[src/rtl/crsf_rc_frame_encoder_defines.svh]
// assertion macros shared by the frame encoder modules
`ifndef CRSF_RC_FRAME_ENCODER_DEFINES_SVH
`define CRSF_RC_FRAME_ENCODER_DEFINES_SVH

// checked property, masked while reset is high
`define CRSF_ASSERT(name, clk, rst, prop, msg) \
  name: assert property (@(posedge clk) disable iff (rst) prop) else $error(msg);

// checked property, also during reset
`define CRSF_ASSERT_ALWAYS(name, clk, prop, msg) \
  name: assert property (@(posedge clk) prop) else $error(msg);

`endif

[src/rtl/crsf_enc_pkg.sv]
`timescale 1ns / 1ps

package crsf_enc_pkg;

  // defaults for the top level parameters
  localparam int CHANNELS_DEF   = 8;
  localparam int TIMER_BITS_DEF = 16;

  // field widths
  localparam int CHAN_W        = 16;
  localparam int IN_CHANS      = 8;
  localparam int VAL_W         = 11;
  localparam int SLOTS         = 16;
  localparam int SLOT_W        = $clog2(SLOTS);
  localparam int PAYLOAD_BYTES = 22;
  localparam int PAYLOAD_BITS  = PAYLOAD_BYTES * 8;
  localparam int FRAME_LEN     = 26;
  localparam int BYTE_IDX_W    = $clog2(FRAME_LEN);
  localparam int SEND_W        = 10;
  localparam int TIMEOUT_W     = 16;
  localparam int CFG_W         = 16;

  // input kinds
  localparam logic OP_PACKET = 1'b0;
  localparam logic OP_TICK   = 1'b1;

  // register indexes
  localparam logic REG_SEND_INTERVAL = 1'b0;
  localparam logic REG_SILENCE_LIMIT = 1'b1;

  // register reset values
  localparam logic [SEND_W-1:0]    SEND_INTERVAL_RST = 10'd10;
  localparam logic [TIMEOUT_W-1:0] SILENCE_LIMIT_RST = 16'd150;

  // frame header and check
  localparam logic [7:0] FRAME_ADDR = 8'hC8;
  localparam logic [7:0] FRAME_SIZE = 8'd24;
  localparam logic [7:0] FRAME_TYPE = 8'h16;
  localparam logic [7:0] CRC_POLY   = 8'hD5;

  // byte positions inside the frame
  localparam logic [BYTE_IDX_W-1:0] BYTE_ADDR = 5'd0;
  localparam logic [BYTE_IDX_W-1:0] BYTE_SIZE = 5'd1;
  localparam logic [BYTE_IDX_W-1:0] BYTE_TYPE = 5'd2;
  localparam logic [BYTE_IDX_W-1:0] BYTE_CRC  = 5'd25;

  // channel range and mapping
  localparam logic [CHAN_W-1:0] CH_MIN      = 16'd1000;
  localparam logic [CHAN_W-1:0] CH_MAX      = 16'd2000;
  localparam logic [CHAN_W-1:0] CH_MID      = 16'd1500;
  localparam logic [VAL_W-1:0]  CH_OUT_MIN  = 11'd172;
  localparam int                THROTTLE_IDX = 2;

  // floor(d * 1639 / 1000) == (d * SCALE_MUL) >> SCALE_SHIFT for d in 0..1000
  localparam int               DIFF_W      = 10;
  localparam int               SCALE_SHIFT = 20;
  localparam int               MUL_W       = 21;
  localparam int               PROD_W      = DIFF_W + MUL_W;
  localparam logic [MUL_W-1:0] SCALE_MUL   = 21'd1718617;

  // control from the sequencer to the byte streamer
  typedef struct packed {
    logic             shift_en;
    logic [VAL_W-1:0] shift_val;
    logic             start;
    logic             failsafe;
  } ser_ctrl_t;

  // one byte of crc-8, msb first
  function automatic logic [7:0] crc_step(input logic [7:0] c, input logic [7:0] b);
    logic [7:0] r;
    r = c ^ b;
    for (int k = 0; k < 8; k++) begin
      r = r[7] ? ({r[6:0], 1'b0} ^ CRC_POLY) : {r[6:0], 1'b0};
    end
    return r;
  endfunction

endpackage

[src/rtl/crsf_enc_scale.sv]
`timescale 1ns / 1ps

module crsf_enc_scale import crsf_enc_pkg::*; (
  input  logic              clk,
  input  logic              rst,
  input  logic              in_valid,
  input  logic              in_zero,
  input  logic [CHAN_W-1:0] in_chan,
  output logic              out_valid,
  output logic [VAL_W-1:0]  out_val
);

  logic [CHAN_W-1:0] clamped;
  logic [DIFF_W-1:0] diff;
  logic [PROD_W-1:0] prod_next;
  logic [PROD_W-1:0] prod;
  logic              zero;

  // clamp to the pulse range and take the offset
  always_comb begin
    if (in_chan < CH_MIN) begin
      clamped = CH_MIN;
    end else if (in_chan > CH_MAX) begin
      clamped = CH_MAX;
    end else begin
      clamped = in_chan;
    end
    diff      = DIFF_W'(clamped - CH_MIN);
    prod_next = PROD_W'(diff) * PROD_W'(SCALE_MUL);
  end

  // product register
  always_ff @(posedge clk) begin
    if (rst) begin
      out_valid <= 1'b0;
    end else begin
      out_valid <= in_valid;
    end
    prod <= prod_next;
    zero <= in_zero;
  end

  // unused slots read as zero
  assign out_val = zero ? '0 : (CH_OUT_MIN + prod[PROD_W-1:SCALE_SHIFT]);

endmodule

[src/rtl/crsf_enc_serializer.sv]
`timescale 1ns / 1ps
`include "crsf_rc_frame_encoder_defines.svh"

module crsf_enc_serializer import crsf_enc_pkg::*; (
  input  logic      clk,
  input  logic      rst,
  input  ser_ctrl_t ctrl,
  output logic      busy,
  output logic      m_axis_tvalid,
  input  logic      m_axis_tready,
  output logic [7:0] m_axis_tdata,
  output logic      m_axis_tlast,
  output logic      m_axis_tuser
);

  logic [PAYLOAD_BITS-1:0] payload;
  logic [BYTE_IDX_W-1:0]   byte_idx;
  logic [7:0]              crc;
  logic                    fs;
  logic [7:0]              cur;
  logic                    emit;
  logic                    in_crc;
  logic                    in_payload;

  assign emit       = busy && (!m_axis_tvalid || m_axis_tready);
  assign in_crc     = (byte_idx >= BYTE_TYPE) && (byte_idx != BYTE_CRC);
  assign in_payload = (byte_idx > BYTE_TYPE) && (byte_idx != BYTE_CRC);

  // byte select for the current frame position
  always_comb begin
    if (byte_idx == BYTE_ADDR) begin
      cur = FRAME_ADDR;
    end else if (byte_idx == BYTE_SIZE) begin
      cur = FRAME_SIZE;
    end else if (byte_idx == BYTE_TYPE) begin
      cur = FRAME_TYPE;
    end else if (byte_idx == BYTE_CRC) begin
      cur = crc;
    end else begin
      cur = payload[7:0];
    end
  end

  // payload packing, crc and output register
  always_ff @(posedge clk) begin
    if (rst) begin
      busy          <= 1'b0;
      m_axis_tvalid <= 1'b0;
    end else begin
      if (ctrl.start) begin
        busy     <= 1'b1;
        byte_idx <= BYTE_ADDR;
        crc      <= '0;
        fs       <= ctrl.failsafe;
      end else if (emit) begin
        byte_idx <= byte_idx + 1'b1;
        if (byte_idx == BYTE_CRC) begin
          busy <= 1'b0;
        end
        if (in_crc) begin
          crc <= crc_step(crc, cur);
        end
      end
      if (emit) begin
        m_axis_tvalid <= 1'b1;
        m_axis_tdata  <= cur;
        m_axis_tlast  <= (byte_idx == BYTE_CRC);
        m_axis_tuser  <= fs;
      end else if (m_axis_tready) begin
        m_axis_tvalid <= 1'b0;
      end
    end
    if (ctrl.shift_en) begin
      payload <= {ctrl.shift_val, payload[PAYLOAD_BITS-1:VAL_W]};
    end else if (emit && in_payload) begin
      payload <= {8'd0, payload[PAYLOAD_BITS-1:8]};
    end
  end

  `CRSF_ASSERT(a_start_idle, clk, rst, ctrl.start |-> !busy, "frame started while streaming")
  `CRSF_ASSERT(a_start_head, clk, rst, ctrl.start |=> busy && byte_idx == BYTE_ADDR, "frame start lost")
  `CRSF_ASSERT(a_crc_ends, clk, rst, (emit && byte_idx == BYTE_CRC) |=> !busy && m_axis_tlast, "frame not closed")

endmodule

[src/rtl/crsf_rc_frame_encoder.sv]
`timescale 1ns / 1ps
`include "crsf_rc_frame_encoder_defines.svh"

// channel    direction  bus                      contents
// s_axis     in         tdata 128, tuser 1       packet channels or tick
// m_axis     out        tdata 8, tlast, tuser 1  frame bytes, failsafe mark
// cfg        in         we, index 1, wdata 16    send interval, failsafe timeout
//
// a packet, or a tick that sends nothing, leaves s_axis_tready high
// a tick that sends a frame holds s_axis_tready low while it runs:
// the 16 slots pass through the shared scaling multiplier and its
// register, a load state follows, then 26 bytes at one per cycle if m_axis
// is ready, then the encoder goes back to idle
// m_axis stalls stretch the byte phase; rst is synchronous and active high

module crsf_rc_frame_encoder import crsf_enc_pkg::*; #(
  parameter int CHANNELS   = CHANNELS_DEF,
  parameter int TIMER_BITS = TIMER_BITS_DEF
) (
  input  logic                   clk,
  input  logic                   rst,
  input  logic                   s_axis_tvalid,
  output logic                   s_axis_tready,
  input  logic [IN_CHANS*CHAN_W-1:0] s_axis_tdata,  // chan0 .. chan7
  input  logic                   s_axis_tuser,      // operation
  output logic                   m_axis_tvalid,
  input  logic                   m_axis_tready,
  output logic [7:0]             m_axis_tdata,      // frame_byte
  output logic                   m_axis_tlast,
  output logic                   m_axis_tuser,      // in_failsafe
  input  logic                   cfg_we,
  input  logic                   cfg_index,
  input  logic [CFG_W-1:0]       cfg_wdata
);

  localparam int IDX_W = (CHANNELS > 1) ? $clog2(CHANNELS) : 1;
  localparam int CMP_W = (TIMER_BITS > TIMEOUT_W) ? TIMER_BITS : TIMEOUT_W;
  localparam logic [TIMER_BITS-1:0] TIMER_MAX = {TIMER_BITS{1'b1}};
  localparam logic [SLOT_W-1:0]     SLOT_LAST = SLOT_W'(SLOTS - 1);

  typedef enum logic [1:0] {
    ST_IDLE,
    ST_SCALE,
    ST_LOAD,
    ST_SEND
  } state_t;

  state_t                 state;
  logic [SEND_W-1:0]      send_interval;
  logic [TIMEOUT_W-1:0]   silence_limit;
  logic [CHAN_W-1:0]      stored [CHANNELS];
  logic [TIMER_BITS-1:0]  ticks_since_packet;
  logic [TIMER_BITS-1:0]  ticks_since_send;
  logic [TIMER_BITS-1:0]  pkt_inc;
  logic [TIMER_BITS-1:0]  send_inc;
  logic                   failsafe;
  logic [SLOT_W-1:0]      issue_idx;
  logic                   issue_done;
  logic [SLOT_W-1:0]      res_idx;
  logic                   accept;
  logic                   slot_used;
  logic [CHAN_W-1:0]      chan_sel;
  logic                   scale_out_valid;
  logic [VAL_W-1:0]       scale_out_val;
  logic                   ser_busy;
  ser_ctrl_t              ser_ctrl;

  assign s_axis_tready = (state == ST_IDLE);
  assign accept        = s_axis_tvalid && s_axis_tready;

  // saturating tick counts
  assign pkt_inc  = (ticks_since_packet == TIMER_MAX) ? ticks_since_packet
                                                      : ticks_since_packet + 1'b1;
  assign send_inc = (ticks_since_send == TIMER_MAX) ? ticks_since_send
                                                    : ticks_since_send + 1'b1;

  // configuration registers
  always_ff @(posedge clk) begin
    if (rst) begin
      send_interval <= SEND_INTERVAL_RST;
      silence_limit <= SILENCE_LIMIT_RST;
    end else if (cfg_we) begin
      unique case (cfg_index)
        REG_SEND_INTERVAL: send_interval <= cfg_wdata[SEND_W-1:0];
        REG_SILENCE_LIMIT: silence_limit <= cfg_wdata[TIMEOUT_W-1:0];
        default:           ;
      endcase
    end
  end

  // stored channel values, written by a packet
  always_ff @(posedge clk) begin
    if (rst) begin
      for (int i = 0; i < CHANNELS; i++) begin
        stored[i] <= (i == THROTTLE_IDX) ? CH_MIN : CH_MID;
      end
    end else if (accept && s_axis_tuser == OP_PACKET) begin
      for (int i = 0; i < CHANNELS; i++) begin
        if (i < IN_CHANS) begin
          stored[i] <= s_axis_tdata[i*CHAN_W +: CHAN_W];
        end
      end
    end
  end

  // channel feeding the scaler: stored or failsafe value
  assign slot_used = ({1'b0, issue_idx} < (SLOT_W + 1)'(CHANNELS));
  always_comb begin
    if (failsafe) begin
      chan_sel = (issue_idx == SLOT_W'(THROTTLE_IDX)) ? CH_MIN : CH_MID;
    end else begin
      chan_sel = stored[issue_idx[IDX_W-1:0]];
    end
  end

  // sequencer
  always_ff @(posedge clk) begin
    if (rst) begin
      state              <= ST_IDLE;
      ticks_since_packet <= '0;
      ticks_since_send   <= '0;
      failsafe           <= 1'b0;
      issue_idx          <= '0;
      issue_done         <= 1'b0;
      res_idx            <= '0;
    end else begin
      unique case (state)
        ST_IDLE: begin
          if (accept) begin
            if (s_axis_tuser == OP_PACKET) begin
              ticks_since_packet <= '0;
            end else begin
              ticks_since_packet <= pkt_inc;
              if (CMP_W'(send_inc) >= CMP_W'(send_interval)) begin
                ticks_since_send <= '0;
                failsafe   <= (CMP_W'(pkt_inc) > CMP_W'(silence_limit));
                issue_idx  <= '0;
                issue_done <= 1'b0;
                res_idx    <= '0;
                state      <= ST_SCALE;
              end else begin
                ticks_since_send <= send_inc;
              end
            end
          end
        end
        ST_SCALE: begin
          if (!issue_done) begin
            issue_idx <= issue_idx + 1'b1;
            if (issue_idx == SLOT_LAST) begin
              issue_done <= 1'b1;
            end
          end
          if (scale_out_valid) begin
            res_idx <= res_idx + 1'b1;
            if (res_idx == SLOT_LAST) begin
              state <= ST_LOAD;
            end
          end
        end
        ST_LOAD: begin
          state <= ST_SEND;
        end
        ST_SEND: begin
          if (!ser_busy) begin
            state <= ST_IDLE;
          end
        end
        default: state <= ST_IDLE;
      endcase
    end
  end

  crsf_enc_scale u_scale (
    .clk       (clk),
    .rst       (rst),
    .in_valid  (state == ST_SCALE && !issue_done),
    .in_zero   (!slot_used),
    .in_chan   (chan_sel),
    .out_valid (scale_out_valid),
    .out_val   (scale_out_val)
  );

  always_comb begin
    ser_ctrl.shift_en  = scale_out_valid;
    ser_ctrl.shift_val = scale_out_val;
    ser_ctrl.start     = (state == ST_LOAD);
    ser_ctrl.failsafe  = failsafe;
  end

  crsf_enc_serializer u_ser (
    .clk           (clk),
    .rst           (rst),
    .ctrl          (ser_ctrl),
    .busy          (ser_busy),
    .m_axis_tvalid (m_axis_tvalid),
    .m_axis_tready (m_axis_tready),
    .m_axis_tdata  (m_axis_tdata),
    .m_axis_tlast  (m_axis_tlast),
    .m_axis_tuser  (m_axis_tuser)
  );

  `CRSF_ASSERT(a_idle_no_result, clk, rst, (state == ST_IDLE) |-> !scale_out_valid, "stray result")
  `CRSF_ASSERT(a_ready_not_busy, clk, rst, s_axis_tready |-> !ser_busy, "ready while streaming")
  `CRSF_ASSERT(a_pkt_saturates, clk, rst,
    (ticks_since_packet == TIMER_MAX) |=>
    (ticks_since_packet == TIMER_MAX || ticks_since_packet == '0), "silence count wrapped")

endmodule

[config.mk]
export PLATFORM = sky130hd
export DESIGN_NAME = crsf_rc_frame_encoder
export DESIGN_NICKNAME = d
export VERILOG_FILES = /design/src/rtl/crsf_enc_pkg.sv /design/src/rtl/crsf_enc_scale.sv /design/src/rtl/crsf_enc_serializer.sv /design/src/rtl/crsf_rc_frame_encoder.sv
export VERILOG_INCLUDE_DIRS = /design/src /design/src/rtl
export SDC_FILE = /design/constraint.sdc
export NUM_CORES = 1
export LEC_CHECK = 0
export ABC_AREA = 1
export BUFFER_PORTS_ARGS = -buffer_cell sky130_fd_sc_hd__buf_2
export CELL_PAD_IN_SITES_DETAIL_PLACEMENT = 2
export CELL_PAD_IN_SITES_GLOBAL_PLACEMENT = 2
export CORE_MARGIN = 4
export CORE_UTILIZATION = 31
export CTS_BUF_LIST = sky130_fd_sc_hd__clkbuf_16
export DETAILED_ROUTE_END_ITERATION = 16
export HOLD_SLACK_MARGIN = 0.03
export PLACE_DENSITY = 0.76
export SLEW_MARGIN = 20
export SYNTH_ARGS = -nofsm -noshare
export SYNTH_HDL_FRONTEND = slang
export SYNTH_HIERARCHICAL = 1
export SYNTH_SLANG_ARGS = --single-unit
[constraint.sdc]
create_clock -name clk -period 49.9 [get_ports clk]
set_input_delay 14.97 -clock clk [delete_from_list [all_inputs] [get_ports clk]]
set_output_delay 14.97 -clock clk [all_outputs]
set_load 0.05 [all_outputs]
======== Word-level counts from Yosys, hierarchy flattened ========
Memories as Yosys holds them, arrays and structs flattened. A register that Yosys moved wholly into a read port is not among the register bits.
Index checks and enable logic that the tools add are counted.
Widths: inputs -> output; s select.
word-level totals
  register bits ........................... 305
  latch bits .............................. 0
  memory bits (writable) .................. 128
  memory bits (read-only) ................. 0
  bits of input ports ..................... 151
  output and inout port bits .............. 12
  memories kept ........................... 1
memory list
  memory  depth  bits a word  read ports  clocked after memory_dff  write ports  RTL line                     RTL
  stored  8      16           1           1                         8            crsf_rc_frame_encoder.sv:51  logic [CHAN_W-1:0] stored [CHANNELS];
operators by class
  $add $sub $neg .......................... 7
  $mul .................................... 1
  div/mod/pow operators ................... 0
  magnitude comparators ................... 7
  equal/unequal tests ..................... 19
  shifts and indexed selects .............. 0
  mux-type cells .......................... 66
  bitwise logic cells ..................... 20
  reductions and logical operators ........ 33
operator list
  cell                    count
  $mux 176                2
  $mux 16                 13
  $mux 8                  14
  $not 5->5               8
  $add 16x1->16 const B   2
  $eq 16x16->1 const B    2
  $mul 10x21->31 const B  1
  $mux 11                 2
  $mux 10                 2
  $mux 4                  5
  $ge 16x10->1            1
  $gt 16x11->1 const B    1
  $gt 16x16->1            1
  $lt 16x10->1 const B    1
  $pmux 4 s2              2
  $mux 1                  15
  $reduce_and 2->1        7
  $mux 2                  6
  $reduce_bool 2->1       6
  $add 8x11->11 const A   1
  $reduce_and 5->1        2
  $sub 10x10->10 const B  1
  $add 4x1->4 const B     2
  $eq 4x4->1 const B      2
  28 further kinds        54

======== Longest topological paths before layout ========
  word-level depth ........................ 24
  gate-level depth with buffers ........... 46
  depth with buffers taken out ............ 43

======== Hierarchy ========
Netlist, hierarchy kept.
by module, submodules not included
  module                 times used  cells an instance  area each (um^2)
  crsf_rc_frame_encoder  1           1,196              10,248.6
  crsf_enc_serializer    1           989                9,349.0
  crsf_enc_scale         1           627                4,694.5

======== Worst setup path before layout ========
OpenSTA, ideal clock, no wires.
  path kind ............................... in2reg
  start ................................... input m_axis_tready
  end ..................................... register u_ser.payload[0] (enable)
  library setup time ...................... 955 ps
  data arrival time ....................... 27,503 ps
  data required time ...................... 48,945 ps
  slack ................................... 21,442 ps
  stages .................................. 6
  buffers on the path ..................... 0
  cells stage by stage .................... inv_1 > nand2_1 > inv_1 > nor2_1 > inv_1 > o21ai_0
between the ends
  cells in the longest elaborated chain, start to end .. 4
RTL lines
  element                             RTL line                     RTL
  start: declaration                  crsf_rc_frame_encoder.sv:27  input logic m_axis_tready,
  $logic_or 1x1->1                    crsf_enc_serializer.sv:25    assign emit = busy && (!m_axis_tvalid || m_axis_tready);
  $logic_and 1x1->1                   crsf_enc_serializer.sv:25
  $logic_and 1x1->1                   crsf_enc_serializer.sv:75    end else if (emit && in_payload) begin
  $reduce_bool 2->1 (no source line)  --
  end signal: assignment              crsf_enc_serializer.sv:74    payload <= {ctrl.shift_val, payload[PAYLOAD_BITS-1:VAL_W]};
  end signal: assignment              crsf_enc_serializer.sv:76    payload <= {8'd0, payload[PAYLOAD_BITS-1:8]};
  end: declaration                    crsf_enc_serializer.sv:16    logic [PAYLOAD_BITS-1:0] payload;
Every way passes these cells.
A chain may end at the register's enable or synchronous reset.

==> impl_results.md <==
- Outcome: complete, no violations
- Final Cycle Share: between 30% and 40%
- Fin Setup TNS: 0 ns
- Die width: between 200 and 300 µm
- Crit Path Class: input pin to flop
- Pleak: 12.6 nW
- Final slew viol count: 0
- Drt initial violations: 950
- Post-DP HPWL: 52400 µm
- CTS sink count: 416
- Initial antenna violation count: 1
- Area growth syn-to-layout: 14.1%
- Vias in the first global route: roughly 22000
- Drt pass-1 iters: 5
- Post-CTS setup buffers: 0
- Largest net degree at the start of global routing: ~180
- Fmax: around 0.058 GHz
- Critical path arrival: 17.50 ns
- Min-delay worst type: flop to flop
- Vias after detailed routing: about 19000
- Number of H-tree levels: 2
- Fillers: ~9000
- Final hold vios: 0
- Predominant post-synthesis flop cell: edfxtp_1
- Mean Syn Cell Area: 8.64 µm²
- WL final: ~70000 µm
- Gr ovfl total: 0
- Tightest Pin Transition: approximately 1.1 ns
- I/O Pins: 163
- Gr usage total: 17.2%
- Maximum buffer depth of the clock tree: 3
- Worst skew pair latency: 0.59 ns
- Post-synth EDFFs: 328
- CTS root buffer: clkbuf_16
- Asr flop ratio synth: 0%
- Hold Buf Count CTS: 0
- Reg clk slew, reported paths: 0.05 ns
- Final GP Congestion: 0.841
- First-pass GRT wire length: 116000 µm
- Max_cap viols: 0
- Initial core utilization: 31.3%
- Die Span Y: roughly 290 µm
- Num CTS Buffers: 49
- DR DRC count: 0
- Die area: 0.0829 mm²
- Synthesized cell area: 0.0243 mm²
- Synth Register Bits: 416
- Critical Path RT: 50.10 ns
- Slew margin rel.: 26.7%
- Post-route antenna net violation count: 0
- Ys Warns: 6
- Post-Syn Nets: 3146
- Setup crit start kind: input pin
- Site Rows: 102
- Port bufs: 162
- Cells after DPL: 3927
- Core Region: 0.0776 mm²
- ANT cells: 0
- RSZ-0062 raised after global routing: false
- Final setup vio count: 0
- Post-synthesis cell type count: between 50 and 60
- Critical path peak fanout: 76
- Layout Cells excl Fill: 4016
- Flop2flop setup slack: between 40 and 50 ns
- CTS resizes: 0
- Worst Setup End Kind: flop
- Synth Instances: 2812
- Layout cell share with drive strength beyond 1: between 10% and 20%
- Final Critical Period: 17.30 ns
- VDD IR max: 0.0336 mV
- Routed wire per std cell: about 18 µm
- Final net count: 3272
- Clk_skew: 0.0183 ns
- CTS tree: done
- Routed vias/inst: 4.81
- Seq/Total Area, Yosys: 47.8%
- Power per cell area: 46.1 mW/mm²
-- flip-flops by register name, indices dropped and copies added (netlist names), 2 cells and up, named ones only --
signal / flops
u_ser/payload: 176
u_scale/prod: 11
ticks_since_send: 16
ticks_since_packet: 16
state: 2
issue_idx: 4
stored: 128
u_ser/byte_idx: 5
silence_limit: 16
res_idx: 4
send_interval: 10
u_ser/m_axis_tdata: 8
u_ser/crc: 8
-- power by group --
group	switching [mW]	leakage, nW	internal (mW)	total [mW]
registers	0.00724	3.74	0.392	0.399
clock network	0.151	0.824	0.208	0.358
logic	0.342	8.08	0.179	0.521
total	0.500	12.6	0.778	1.28
-- synthesized netlist by cell type, types with 3 or more instances --
library cell	n	area [µm²]
nand2_1	850	3190
inv_1	362	1360
edfxtp_1	328	9850
nor2_1	254	953
ha_1	133	1660
a21oi_1	113	566
o21ai_0	110	551
nand3_1	91	455
dfxtp_1	88	1760
clkbuf_1	83	312
or2_2	57	357
fa_1	50	1000
nand2_2	27	169
xor2_1	26	228
nand4_1	21	131
nor3_1	21	105
nand3_2	19	190
xnor2_1	17	149
inv_2	15	56.3
a31oi_1	14	87.6
nand2_4	10	113
a221oi_1	9	78.8
o22ai_1	9	56.3
nor2_2	8	50.1
o211ai_1	8	60.1
o221ai_1	8	70.1
buf_1	7	26.3
a21o_1	5	37.5
buf_6	5	56.3
nand3_4	5	87.6
nand4_2	5	62.6
a211oi_1	4	30.0
and3_1	4	25.0
buf_2	4	20.0
nor2_4	4	45.0
or3_1	4	25.0
o21a_1	3	22.5
o21ai_1	3	15.0
o31ai_1	3	22.5
-- routing by layer --
| metal | global-route usage (%) | vias up | wire length (µm) |
|---|---|---|---|
| li1 | - | 9332 | - |
| met1 | 21.2 | 9690 | 31400 |
| met2 | 32.1 | 236 | 37100 |
| met3 | 2.25 | 76 | 1970 |
| met4 | 3.57 | 2 | 1230 |
| met5 | 0 | - | 7 |
-- area by class of cell --
| class | instances | area, µm² | area share [%] |
|---|---|---|---|
| multi-input combinational | 1915 | 10800 | 39.1 |
| timing repair buffer | 176 | 928 | 3.35 |
| sequential | 416 | 11600 | 41.9 |
| inverter | 380 | 1430 | 5.16 |
| tap | 1040 | 1300 | 4.69 |
| clock buffer | 53 | 1330 | 4.78 |
| clock inverter | 36 | 278 | 1.00 |
-- worst max-delay path, cell delays in order --
cell	delay, ns
buf_2	0.25
inv_1	0.51
o21ai_4	0.19
buf_4	0.59
buf_4	0.87
-- path summary, 6_finish.rpt --
kind	startpoint	endpoint	cells past startpoint
setup / recovery	rst	stored[1][3]	5
hold / removal	issue_done	issue_done	2
setup reg to reg	flop	u_scale/prod[26]	38
hold reg to reg	issue_done	issue_done	2
-- stage by stage --
stage | hold WS (ns) | cell area [µm²] | setup slack (ns) | utilization [%] | total power, mW
4_1_cts | 0.479 | 27700 | 32.62 | 35.7 | 1.30
3_3_place_gp | 0.458 | 26100 | 32.13 | 33.7 | 0.915
3_5_place_dp | 0.470 | 26100 | 32.01 | 33.7 | 0.932
5_1_grt | 0.503 | 27700 | 32.39 | 35.7 | 1.38
2_1_floorplan | 0.382 | 24300 | 21.44 | - | 0.771
6_report | 0.473 | 27700 | 32.60 | 35.7 | 1.28
-- logic make-up (layout without fill, tap and decap cells) --
family,count (synthesis),in the layout,synth area share [%]
and+or+nand+nor,1387,1387,24.8
AOI/OAI and AO/OA,300,300,7.03
xor gates and xnor gates,45,45,1.73
buffers and inverters,481,645,7.67
DFF,416,416,47.8
adders and majority gates,183,183,11.0
-- cell usage in the layout (no fill, tap or decap), types with 27 or more instances in the layout --
cell       instances
clkbuf_16         53
fa_1              50
or2_2             57
nor2_1           253
a21oi_1          113
dfxtp_1           86
nand2_1          850
o21ai_0          108
nand3_1           91
inv_1            371
nand2_2           27
buf_2            162
ha_1             133
edfxtp_1         328
Note: power is estimated with default switching activity, not from simulation.
